`src/multi_channel_bounded_fifo_macros.svh`:
```
// Assertion macros shared by the multi-channel bounded FIFO RTL.
// Each macro samples on clk and is disabled while rst is high.
`ifndef MULTI_CHANNEL_BOUNDED_FIFO_MACROS_SVH
`define MULTI_CHANNEL_BOUNDED_FIFO_MACROS_SVH

// Same-cycle implication.
`define MCBF_ASSERT_IMPL(label, ante, cons) \
  label: assert property (@(posedge clk) disable iff (rst) (ante) |-> (cons)) \
    else $error("same-cycle check failed");

// Next-cycle implication.
`define MCBF_ASSERT_NEXT(label, ante, cons) \
  label: assert property (@(posedge clk) disable iff (rst) (ante) |=> (cons)) \
    else $error("next-cycle check failed");

`endif

```
`src/mcbf_pkg.sv`:
```
// Package for the multi-channel bounded FIFO: operation and status codes,
// field widths, the front-to-back command struct and width helpers. No dependencies.
package mcbf_pkg;

  localparam int NUM_CHANNELS_DEF = 8;
  localparam int DEPTH_DEF        = 16;
  localparam int CHANNEL_W        = 3;
  localparam int DATA_W           = 32;
  localparam int CAP_W            = 5;
  localparam int QUEUE_DEPTH      = 2;

  typedef enum logic [1:0] {
    KIND_OPEN  = 2'd0,
    KIND_CLOSE = 2'd1,
    KIND_SEND  = 2'd2,
    KIND_RECV  = 2'd3
  } kind_t;

  typedef enum logic [1:0] {
    ST_OK          = 2'd0,
    ST_NO_CHANNEL  = 2'd1,
    ST_WOULD_BLOCK = 2'd2,
    ST_NO_FREE     = 2'd3
  } status_t;

  // Command handed from the front to the back
  typedef struct packed {
    status_t                status;
    logic [CHANNEL_W-1:0]   opened_index;
    logic                   rd;
    logic                   wr;
  } cmd_ctl_t;

  // Channels reachable through the channel field
  function automatic int chan_count(input int n);
    return (n < (1 << CHANNEL_W)) ? n : (1 << CHANNEL_W);
  endfunction

  function automatic int chan_w(input int n);
    return (chan_count(n) > 1) ? $clog2(chan_count(n)) : 1;
  endfunction

  function automatic int slot_w(input int d);
    return (d > 1) ? $clog2(d) : 1;
  endfunction

  function automatic int cnt_w(input int d);
    return $clog2(d + 1);
  endfunction

  function automatic int addr_w(input int n, input int d);
    return chan_w(n) + slot_w(d);
  endfunction

endpackage

```
`src/mcbf_ram.sv`:
```
// Generic single-port RAM with registered read for the bounded FIFO.
// Standalone; no package needed.
module mcbf_ram #(
  parameter int WIDTH = 32,
  parameter int DEPTH = 128,
  localparam int AW = (DEPTH > 1) ? $clog2(DEPTH) : 1
) (
  input  logic             clk,
  input  logic [AW-1:0]    addr,
  input  logic             we,
  input  logic [WIDTH-1:0] wdata,
  input  logic             re,
  output logic [WIDTH-1:0] rdata
);

  logic [WIDTH-1:0] mem [DEPTH];

  // Write on we, register read data on re, hold otherwise
  always_ff @(posedge clk) begin
    if (we) begin
      mem[addr] <= wdata;
    end
    if (re) begin
      rdata <= mem[addr];
    end
  end

endmodule

```
`src/mcbf_queue.sv`:
```
// Short command queue between front and back of the bounded FIFO.
// Standalone register FIFO; no package needed.
module mcbf_queue #(
  parameter int WIDTH = 8,
  parameter int DEPTH = 2,
  localparam int PW = (DEPTH > 1) ? $clog2(DEPTH) : 1,
  localparam int CW = $clog2(DEPTH + 1)
) (
  input  logic             clk,
  input  logic             rst,
  input  logic             push,
  input  logic [WIDTH-1:0] push_data,
  input  logic             pop,
  output logic [WIDTH-1:0] pop_data,
  output logic             full,
  output logic             not_empty
);

  logic [WIDTH-1:0] entries [DEPTH];
  logic [PW-1:0]    wptr;
  logic [PW-1:0]    rptr;
  logic [CW-1:0]    count;

  assign full      = (count == CW'(DEPTH));
  assign not_empty = (count != '0);
  assign pop_data  = entries[rptr];

  // Store pushed entries
  always_ff @(posedge clk) begin
    if (push) begin
      entries[wptr] <= push_data;
    end
  end

  // Advance pointers and occupancy
  always_ff @(posedge clk) begin
    if (rst) begin
      wptr  <= '0;
      rptr  <= '0;
      count <= '0;
    end else begin
      if (push) begin
        wptr <= (wptr == PW'(DEPTH - 1)) ? '0 : wptr + 1'b1;
      end
      if (pop) begin
        rptr <= (rptr == PW'(DEPTH - 1)) ? '0 : rptr + 1'b1;
      end
      if (push && !pop) begin
        count <= count + 1'b1;
      end else if (pop && !push) begin
        count <= count - 1'b1;
      end
    end
  end

endmodule

```
`src/mcbf_front.sv`:
```
// Front of the bounded FIFO: accepts transactions, keeps the channel table
// (open, limit, head, fill) and issues memory commands. Uses mcbf_pkg.
`include "multi_channel_bounded_fifo_macros.svh"
module mcbf_front #(
  parameter int NUM_CHANNELS = mcbf_pkg::NUM_CHANNELS_DEF,
  parameter int DEPTH        = mcbf_pkg::DEPTH_DEF,
  localparam int ADDR_W      = mcbf_pkg::addr_w(NUM_CHANNELS, DEPTH)
) (
  input  logic                           clk,
  input  logic                           rst,
  input  logic                           req_valid,
  output logic                           req_ready,
  input  logic [1:0]                     kind,
  input  logic [mcbf_pkg::CHANNEL_W-1:0] channel,
  input  logic [mcbf_pkg::DATA_W-1:0]    write_data,
  input  logic [mcbf_pkg::CAP_W-1:0]     capacity_limit,
  input  logic                           q_full,
  output logic                           push,
  output mcbf_pkg::cmd_ctl_t             push_ctl,
  output logic [ADDR_W-1:0]              push_addr,
  output logic [mcbf_pkg::DATA_W-1:0]    push_wdata
);
  import mcbf_pkg::*;

  localparam int ACT_CH = chan_count(NUM_CHANNELS);
  localparam int ACT_W  = chan_w(NUM_CHANNELS);
  localparam int SLOT_W = slot_w(DEPTH);
  localparam int CNT_W  = cnt_w(DEPTH);
  localparam int SUM_W  = SLOT_W + 1;

  logic              chan_open [ACT_CH];
  logic [CNT_W-1:0]  limit     [ACT_CH];
  logic [SLOT_W-1:0] head      [ACT_CH];
  logic [CNT_W-1:0]  fill      [ACT_CH];

  kind_t             op;
  logic              acc;
  logic [ACT_W-1:0]  ch_idx;
  logic              ch_ok;
  logic [CNT_W-1:0]  fill_sel;
  logic [CNT_W-1:0]  limit_sel;
  logic [SLOT_W-1:0] head_sel;
  logic [SUM_W-1:0]  tail_sum;
  logic [SLOT_W-1:0] tail_slot;
  logic [SLOT_W-1:0] head_inc;
  logic [ACT_W-1:0]  free_idx;
  logic              found;
  logic [CNT_W-1:0]  limit_new;
  logic              do_open;
  logic              do_close;
  logic              do_send;
  logic              do_recv;
  status_t           st;

  assign op        = kind_t'(kind);
  assign req_ready = !q_full;
  assign acc       = req_valid && req_ready;
  assign ch_idx    = ACT_W'(channel);
  assign ch_ok     = (32'(channel) < 32'(NUM_CHANNELS)) && chan_open[ch_idx];
  assign fill_sel  = fill[ch_idx];
  assign limit_sel = limit[ch_idx];
  assign head_sel  = head[ch_idx];

  // Ring arithmetic within the channel's region
  assign tail_sum  = SUM_W'(head_sel) + SUM_W'(fill_sel);
  assign tail_slot = (tail_sum >= SUM_W'(DEPTH)) ? SLOT_W'(tail_sum - SUM_W'(DEPTH))
                                                 : SLOT_W'(tail_sum);
  assign head_inc  = (head_sel == SLOT_W'(DEPTH - 1)) ? '0 : head_sel + 1'b1;
  assign limit_new = (32'(capacity_limit) > 32'(DEPTH)) ? CNT_W'(DEPTH)
                                                        : CNT_W'(capacity_limit);

  // Find the lowest free channel
  always_comb begin
    found    = 1'b0;
    free_idx = '0;
    for (int i = ACT_CH - 1; i >= 0; i--) begin
      if (!chan_open[i]) begin
        found    = 1'b1;
        free_idx = ACT_W'(i);
      end
    end
  end

  // Classify the transaction
  always_comb begin
    do_open  = 1'b0;
    do_close = 1'b0;
    do_send  = 1'b0;
    do_recv  = 1'b0;
    st       = ST_OK;
    priority if (op == KIND_OPEN) begin
      if (found) begin
        do_open = 1'b1;
      end else begin
        st = ST_NO_FREE;
      end
    end else if (!ch_ok) begin
      st = ST_NO_CHANNEL;
    end else if (op == KIND_CLOSE) begin
      do_close = 1'b1;
    end else if (op == KIND_SEND) begin
      if (fill_sel >= limit_sel) begin
        st = ST_WOULD_BLOCK;
      end else begin
        do_send = 1'b1;
      end
    end else begin
      if (fill_sel == '0) begin
        st = ST_WOULD_BLOCK;
      end else begin
        do_recv = 1'b1;
      end
    end
  end

  // Build the memory command
  always_comb begin
    push                  = acc;
    push_ctl.status       = st;
    push_ctl.opened_index = do_open ? CHANNEL_W'(free_idx) : '0;
    push_ctl.rd           = do_recv;
    push_ctl.wr           = do_send;
    push_addr             = {ch_idx, (do_send ? tail_slot : head_sel)};
    push_wdata            = write_data;
  end

  // Update the channel table on accepted transactions
  always_ff @(posedge clk) begin
    if (rst) begin
      for (int i = 0; i < ACT_CH; i++) begin
        chan_open[i] <= 1'b0;
        limit[i]     <= '0;
        head[i]      <= '0;
        fill[i]      <= '0;
      end
    end else if (acc) begin
      if (do_open) begin
        chan_open[free_idx] <= 1'b1;
        limit[free_idx]     <= limit_new;
        head[free_idx]      <= '0;
        fill[free_idx]      <= '0;
      end
      if (do_close) begin
        chan_open[ch_idx] <= 1'b0;
        head[ch_idx]      <= '0;
        fill[ch_idx]      <= '0;
      end
      if (do_send) begin
        fill[ch_idx] <= fill_sel + 1'b1;
      end
      if (do_recv) begin
        head[ch_idx] <= head_inc;
        fill[ch_idx] <= fill_sel - 1'b1;
      end
    end
  end

  `MCBF_ASSERT_IMPL(a_fill_within_limit, ch_ok, fill_sel <= limit_sel)
  `MCBF_ASSERT_NEXT(a_open_marks_channel, acc && do_open, chan_open[$past(free_idx)])
  `MCBF_ASSERT_IMPL(a_push_has_room, push, !q_full)

endmodule

```
`src/mcbf_back.sv`:
```
// Back of the bounded FIFO: executes queued memory commands on the message
// RAM and registers results. Uses mcbf_pkg and mcbf_ram.
`include "multi_channel_bounded_fifo_macros.svh"
module mcbf_back #(
  parameter int NUM_CHANNELS = mcbf_pkg::NUM_CHANNELS_DEF,
  parameter int DEPTH        = mcbf_pkg::DEPTH_DEF,
  localparam int ADDR_W      = mcbf_pkg::addr_w(NUM_CHANNELS, DEPTH)
) (
  input  logic                           clk,
  input  logic                           rst,
  input  logic                           q_valid,
  input  mcbf_pkg::cmd_ctl_t             q_ctl,
  input  logic [ADDR_W-1:0]              q_addr,
  input  logic [mcbf_pkg::DATA_W-1:0]    q_wdata,
  output logic                           q_pop,
  output logic                           rsp_valid,
  input  logic                           rsp_ready,
  output logic [1:0]                     status,
  output logic [mcbf_pkg::CHANNEL_W-1:0] opened_index,
  output logic [mcbf_pkg::DATA_W-1:0]    read_data
);
  import mcbf_pkg::*;

  logic              pend_valid;
  cmd_ctl_t          pend_ctl;
  logic              pend_adv;
  logic [DATA_W-1:0] ram_rdata;

  assign pend_adv = pend_valid && (!rsp_valid || rsp_ready);
  assign q_pop    = q_valid && (!pend_valid || pend_adv);

  mcbf_ram #(
    .WIDTH (DATA_W),
    .DEPTH (2 ** ADDR_W)
  ) u_ram (
    .clk   (clk),
    .addr  (q_addr),
    .we    (q_pop && q_ctl.wr),
    .wdata (q_wdata),
    .re    (q_pop && q_ctl.rd),
    .rdata (ram_rdata)
  );

  // Hold the command while its RAM read completes
  always_ff @(posedge clk) begin
    if (rst) begin
      pend_valid <= 1'b0;
    end else if (q_pop) begin
      pend_valid <= 1'b1;
    end else if (pend_adv) begin
      pend_valid <= 1'b0;
    end
  end

  always_ff @(posedge clk) begin
    if (q_pop) begin
      pend_ctl <= q_ctl;
    end
  end

  // Output register
  always_ff @(posedge clk) begin
    if (rst) begin
      rsp_valid <= 1'b0;
    end else if (pend_adv) begin
      rsp_valid <= 1'b1;
    end else if (rsp_ready) begin
      rsp_valid <= 1'b0;
    end
  end

  always_ff @(posedge clk) begin
    if (pend_adv) begin
      status       <= pend_ctl.status;
      opened_index <= pend_ctl.opened_index;
      read_data    <= pend_ctl.rd ? ram_rdata : '0;
    end
  end

  `MCBF_ASSERT_IMPL(a_data_only_on_ok, rsp_valid && (status != ST_OK), read_data == '0)
  `MCBF_ASSERT_NEXT(a_rdata_held_in_stall, pend_valid && pend_ctl.rd && !pend_adv, $stable(ram_rdata))
  `MCBF_ASSERT_IMPL(a_single_mem_op, q_valid, !(q_ctl.rd && q_ctl.wr))

endmodule

```
`src/multi_channel_bounded_fifo.sv`:
```
// A result passes from the front, which classifies it into the command queue, to the back,
// which does the RAM access, and then to the output register.
// Throughput: one transaction per cycle while rsp_ready stays high; set by the one RAM port.
// Reset clears the channel table, the command queue and the pending and result valid flags;
// the message RAM is not cleared, so there is no startup sweep.
// Depends on mcbf_pkg, mcbf_front, mcbf_queue and mcbf_back.
module multi_channel_bounded_fifo #(
  parameter int NUM_CHANNELS = mcbf_pkg::NUM_CHANNELS_DEF,
  parameter int DEPTH        = mcbf_pkg::DEPTH_DEF
) (
  input  logic                           clk,
  input  logic                           rst,
  input  logic                           req_valid,
  output logic                           req_ready,
  input  logic [1:0]                     kind,
  input  logic [mcbf_pkg::CHANNEL_W-1:0] channel,
  input  logic [mcbf_pkg::DATA_W-1:0]    write_data,
  input  logic [mcbf_pkg::CAP_W-1:0]     capacity_limit,
  output logic                           rsp_valid,
  input  logic                           rsp_ready,
  output logic [1:0]                     status,
  output logic [mcbf_pkg::CHANNEL_W-1:0] opened_index,
  output logic [mcbf_pkg::DATA_W-1:0]    read_data
);
  import mcbf_pkg::*;

  localparam int ADDR_W = addr_w(NUM_CHANNELS, DEPTH);
  localparam int CTL_W  = $bits(cmd_ctl_t);
  localparam int Q_W    = CTL_W + ADDR_W + DATA_W;

  logic              q_full;
  logic              q_not_empty;
  logic              push;
  logic              pop;
  cmd_ctl_t          f_ctl;
  logic [ADDR_W-1:0] f_addr;
  logic [DATA_W-1:0] f_wdata;
  logic [Q_W-1:0]    q_in;
  logic [Q_W-1:0]    q_out;
  cmd_ctl_t          b_ctl;
  logic [ADDR_W-1:0] b_addr;
  logic [DATA_W-1:0] b_wdata;

  mcbf_front #(
    .NUM_CHANNELS (NUM_CHANNELS),
    .DEPTH        (DEPTH)
  ) u_front (
    .clk            (clk),
    .rst            (rst),
    .req_valid      (req_valid),
    .req_ready      (req_ready),
    .kind           (kind),
    .channel        (channel),
    .write_data     (write_data),
    .capacity_limit (capacity_limit),
    .q_full         (q_full),
    .push           (push),
    .push_ctl       (f_ctl),
    .push_addr      (f_addr),
    .push_wdata     (f_wdata)
  );

  // Pack and unpack queue entries
  assign q_in = {f_ctl, f_addr, f_wdata};
  assign {b_ctl, b_addr, b_wdata} = q_out;

  mcbf_queue #(
    .WIDTH (Q_W),
    .DEPTH (QUEUE_DEPTH)
  ) u_queue (
    .clk       (clk),
    .rst       (rst),
    .push      (push),
    .push_data (q_in),
    .pop       (pop),
    .pop_data  (q_out),
    .full      (q_full),
    .not_empty (q_not_empty)
  );

  mcbf_back #(
    .NUM_CHANNELS (NUM_CHANNELS),
    .DEPTH        (DEPTH)
  ) u_back (
    .clk          (clk),
    .rst          (rst),
    .q_valid      (q_not_empty),
    .q_ctl        (b_ctl),
    .q_addr       (b_addr),
    .q_wdata      (b_wdata),
    .q_pop        (pop),
    .rsp_valid    (rsp_valid),
    .rsp_ready    (rsp_ready),
    .status       (status),
    .opened_index (opened_index),
    .read_data    (read_data)
  );

endmodule

```
`config.mk`:
```
export PLATFORM = sky130hd
export DESIGN_NAME = multi_channel_bounded_fifo
export DESIGN_NICKNAME = d
export VERILOG_FILES = /design/src/mcbf_pkg.sv /design/src/mcbf_ram.sv /design/src/mcbf_queue.sv /design/src/mcbf_front.sv /design/src/mcbf_back.sv /design/src/multi_channel_bounded_fifo.sv
export VERILOG_INCLUDE_DIRS = /design/src /design/src/src
export SDC_FILE = /design/constraint.sdc
export NUM_CORES = 2
export LEC_CHECK = 0
export BUFFER_PORTS_ARGS = -buffer_cell sky130_fd_sc_hd__buf_4
export CAP_MARGIN = 25
export CORE_MARGIN = 2
export CORE_UTILIZATION = 38
export DETAILED_ROUTE_END_ITERATION = 8
export PLACE_DENSITY = 0.61
export SLEW_MARGIN = 30
export SYNTH_ARGS = -nofsm -noshare
export SYNTH_HDL_FRONTEND = slang
export SYNTH_HIERARCHICAL = 1
export SYNTH_MEMORY_MAX_BITS = 65536
export SYNTH_SLANG_ARGS = --single-unit
export TNS_END_PERCENT = 50
```
`constraint.sdc`:
```
create_clock -name clk -period 6.5 [get_ports clk]
set_input_delay 0.65 -clock clk [delete_from_list [all_inputs] [get_ports clk]]
set_output_delay 0.65 -clock clk [all_outputs]
set_load 0.02 [all_outputs]
```
==> flow_summary.toml <==
[floorplan]
die_w_um = 671.9
dieArea_mm2 = 0.4515
num_rows = 245
fp.dieH_um = 671.9
start_util_pct = 38.11
coreArea_mm2 = 0.4448
io_pins = 85

[final_layout]
final_common_cell = "edfxtp_1"
syn_to_final_growth_pct = 14.80
fillers = 37950
stdcell_area_mm2 = 0.1946
nets = 10100
final_cell_mix = "edfxtp_1 (4383), a221oi_1 (848), buf_4 (498)"
multiInputGateArea_mm2 = 0.03563
drive_above_1_share_pct = 18.20
ff_latch_area_mm2 = 0.1318

[sta]
fmax_mhz = 188.6
tns_ps = 0
rsz0062_at_grt = "false"
skew_ps = 96.73
hold_viol = 0
max_slew.worst_pin.slew_ps = 1175
fin_crit_ps = 5302
slew_violations = 0
period_share_pct = 81.57
setup_violations = 0
slew_headroom_pct = 21.58

[logic_synthesis]
postSynth.asyncResetShare_pct = 0
synth_top_area_cell = "edfxtp_1"
synth-simple-area-share_pct = 3.361
synth_compound_area_share_pct = 12.26
synth.distinct_cells = 97
synth.area.mux_share_pct = 4.325
ys.flop_type = "edfxtp_1"
synthAdderAreaFrac_pct = 0.1004
synth_fp_nets = 9827
synth_top_family_by_area = "compound AO/OA/AOI/OAI gates"
synthCells = 9768
synth_warnings = 6
ys_seq_elements = 4390
synth_area_leaders = "edfxtp_1 (78%), a221oi_1 (4.4%), mux2_2 (2.2%)"
synth_top_area_share_pct = 77.64
synth_edf_count = 4383
synth-xor-area-share_pct = 0.04133
seq_area_frac_synth_pct = 77.73
avgSynthCellArea_um2 = 17.35
synth_area_mm2 = 0.1695

[global_routing]
grt_use_total_pct = 25.67
grt_first_pass_wirelength_mm = 813.4
grt_max_degree = 128
grt_pass1_vias = 98570
gr-total-overflow = 0
antenna_found_initial = 63

[clocking]
cts_buffer_depth = 4
cts_buffers = 428
root_buffer = "clkbuf_16"
post_cts_buffers = 0
clock_latency_ps = 1030
cts_sinks = 4390
cts-hold-fix-buffers = 33
cts_max_level = 5
cts_tree = "yes"
cts_resized = 0
clkTransAtPathRegs_ps = 60

[routing]
wl_per_cell_um = 36.68
ant_nets = 0
wl_met2_mm = 264.1
met3WireLength_mm = 82.95
drc = 0
drt_wl_total_mm = 600.3
drt_iter0_markers = 18100
vias_per_cell = 6.409
top_layer_used = "met5"
vias = 104900
firstDrtPassIters = 9
drt-met1-wl_mm = 212.2

[placed_design]
io_buffers = 84
place.gp.congestion = 0.9391
postPlaceCellArea_mm2 = 0.1805
hpwlAfterDp_mm = 363.3

[setup_path]
critPathArrivalTime_ps = 6020
worstSetupStartpointType = "register"
required_ps = 7220
reg2reg_slack_ps = 1200
rr_endpoint = "u_back/u_ram/rdata[15]$_DFFE_PP_"
cp_max_fo = 64
worstSetupEndpointType = "register"
path_class = "register to register"
r2r_cells = 9

[power]
p_leak_nw = 59.98
peakVddDrop_mv = 0.3168
powerDensity_mw_per_mm2 = 431.2

[min_path]
min-delay-path-class = "input port to register"
worstHoldStart = "kind[0]"
min_to = "u_queue/entries[1][43]$_DFFE_PP_"
min_path_cells = 2

[run_status]
status = "complete, no violations"

[run]
cap_violations = 0
## synth_stat cells, drive strengths merged, types with 65 or more instances
master and n:
a221o 65, a221oi 848, o22ai 170, mux2 328, nor2b 115, clkbuf 335
edfxtp 4383, o21ai 335, a21oi 435, buf 456, mux2i 141, mux4 98
a22oi 471, nor2 420, nand2 277
## through the flow
stage          hold WS (ps)  util (%)  total power [mW]  instances  worst slack [ps]
6_report              70.60     43.75             83.91      16370              1198
3_3_place_gp          405.7     40.48             58.80      15480             811.6
4_1_cts               6.147     43.68             82.95      16330              1339
5_1_grt               47.09     43.74             85.26      16340              1241
3_5_place_dp          405.7     40.58             59.21      15500             844.7
2_1_floorplan         400.3         -             46.74       9768             624.3
## critical path, stage by stage (launching register included)
cell and delay (ps):
dfxtp_4 390, mux2_8 720, buf_4 460, and3b_2 560
buf_4 360, a222oi_1 260, buf_4 240, o2bb2ai_1 200
a2111oi_1 1080, or4b_1 500
## layer usage
metal / track usage, % / vias to the layer above
li1: - / 41190
met5: 0 / -
met1: 33.09 / 54230
met3: 7.863 / 1417
met4: 14.46 / 30
met2: 38.61 / 8041
## cells by family after synthesis
kind of cell	Yosys count
AND/OR/NAND/NOR	1172
AO/OA/AOI/OAI	2799
adder cells (fa/ha/maj)	13
flip-flops	4390
buffers and inverters	819
multiplexers	567
XOR/XNOR	8
## where the power goes
part           total (mW)  switching (mW)  internal (mW)  leakage (nW)
combinational        25.4            19.1           6.25          13.7
sequential           34.4           0.199           34.2          39.7
clock                24.1            10.8           13.3          6.58
## worst max path at each step
stage / slack, ps / from / to
CTS: 1340 / register / u_back/u_ram/rdata[20]$_DFFE_PP_
finish: 1200 / register / u_back/u_ram/rdata[15]$_DFFE_PP_
global placement: 810 / channel[0] / u_front/fill[3][0]$_SDFFCE_PN0P_
global route: 1240 / register / u_back/u_ram/rdata[20]$_DFFE_PP_
detailed placement: 840 / channel[0] / u_front/fill[7][0]$_SDFFCE_PN0P_
floorplan: 620 / register / u_back/u_ram/mem[72][0]$_DFFE_PP_
## flip-flops by register name, summed over array words and instances (netlist names), 2 cells and up, named ones only
| name | flops |
|---|---|
| u_queue/count | 2 |
| u_back/read_data | 32 |
| u_back/opened_index | 3 |
| u_back/u_ram/mem | 4096 |
| u_front/chan_open | 8 |
| u_back/u_ram/rdata | 32 |
| u_front/limit | 40 |
| u_back/pend_ctl | 6 |
| u_queue/entries | 92 |
| u_front/fill | 40 |
| u_back/status | 2 |
| u_front/head | 32 |
## cell type report
cell class,instances,area share (%)
tap,5928,3.811
inverter,28,0.06494
sequential,4390,67.70
timing repair buffer,635,3.159
antenna,32,0.04115
clock inverter,258,1.144
clock buffer,537,5.768
multi-input combinational,4559,18.31
(Power assumes the default switching activity.)
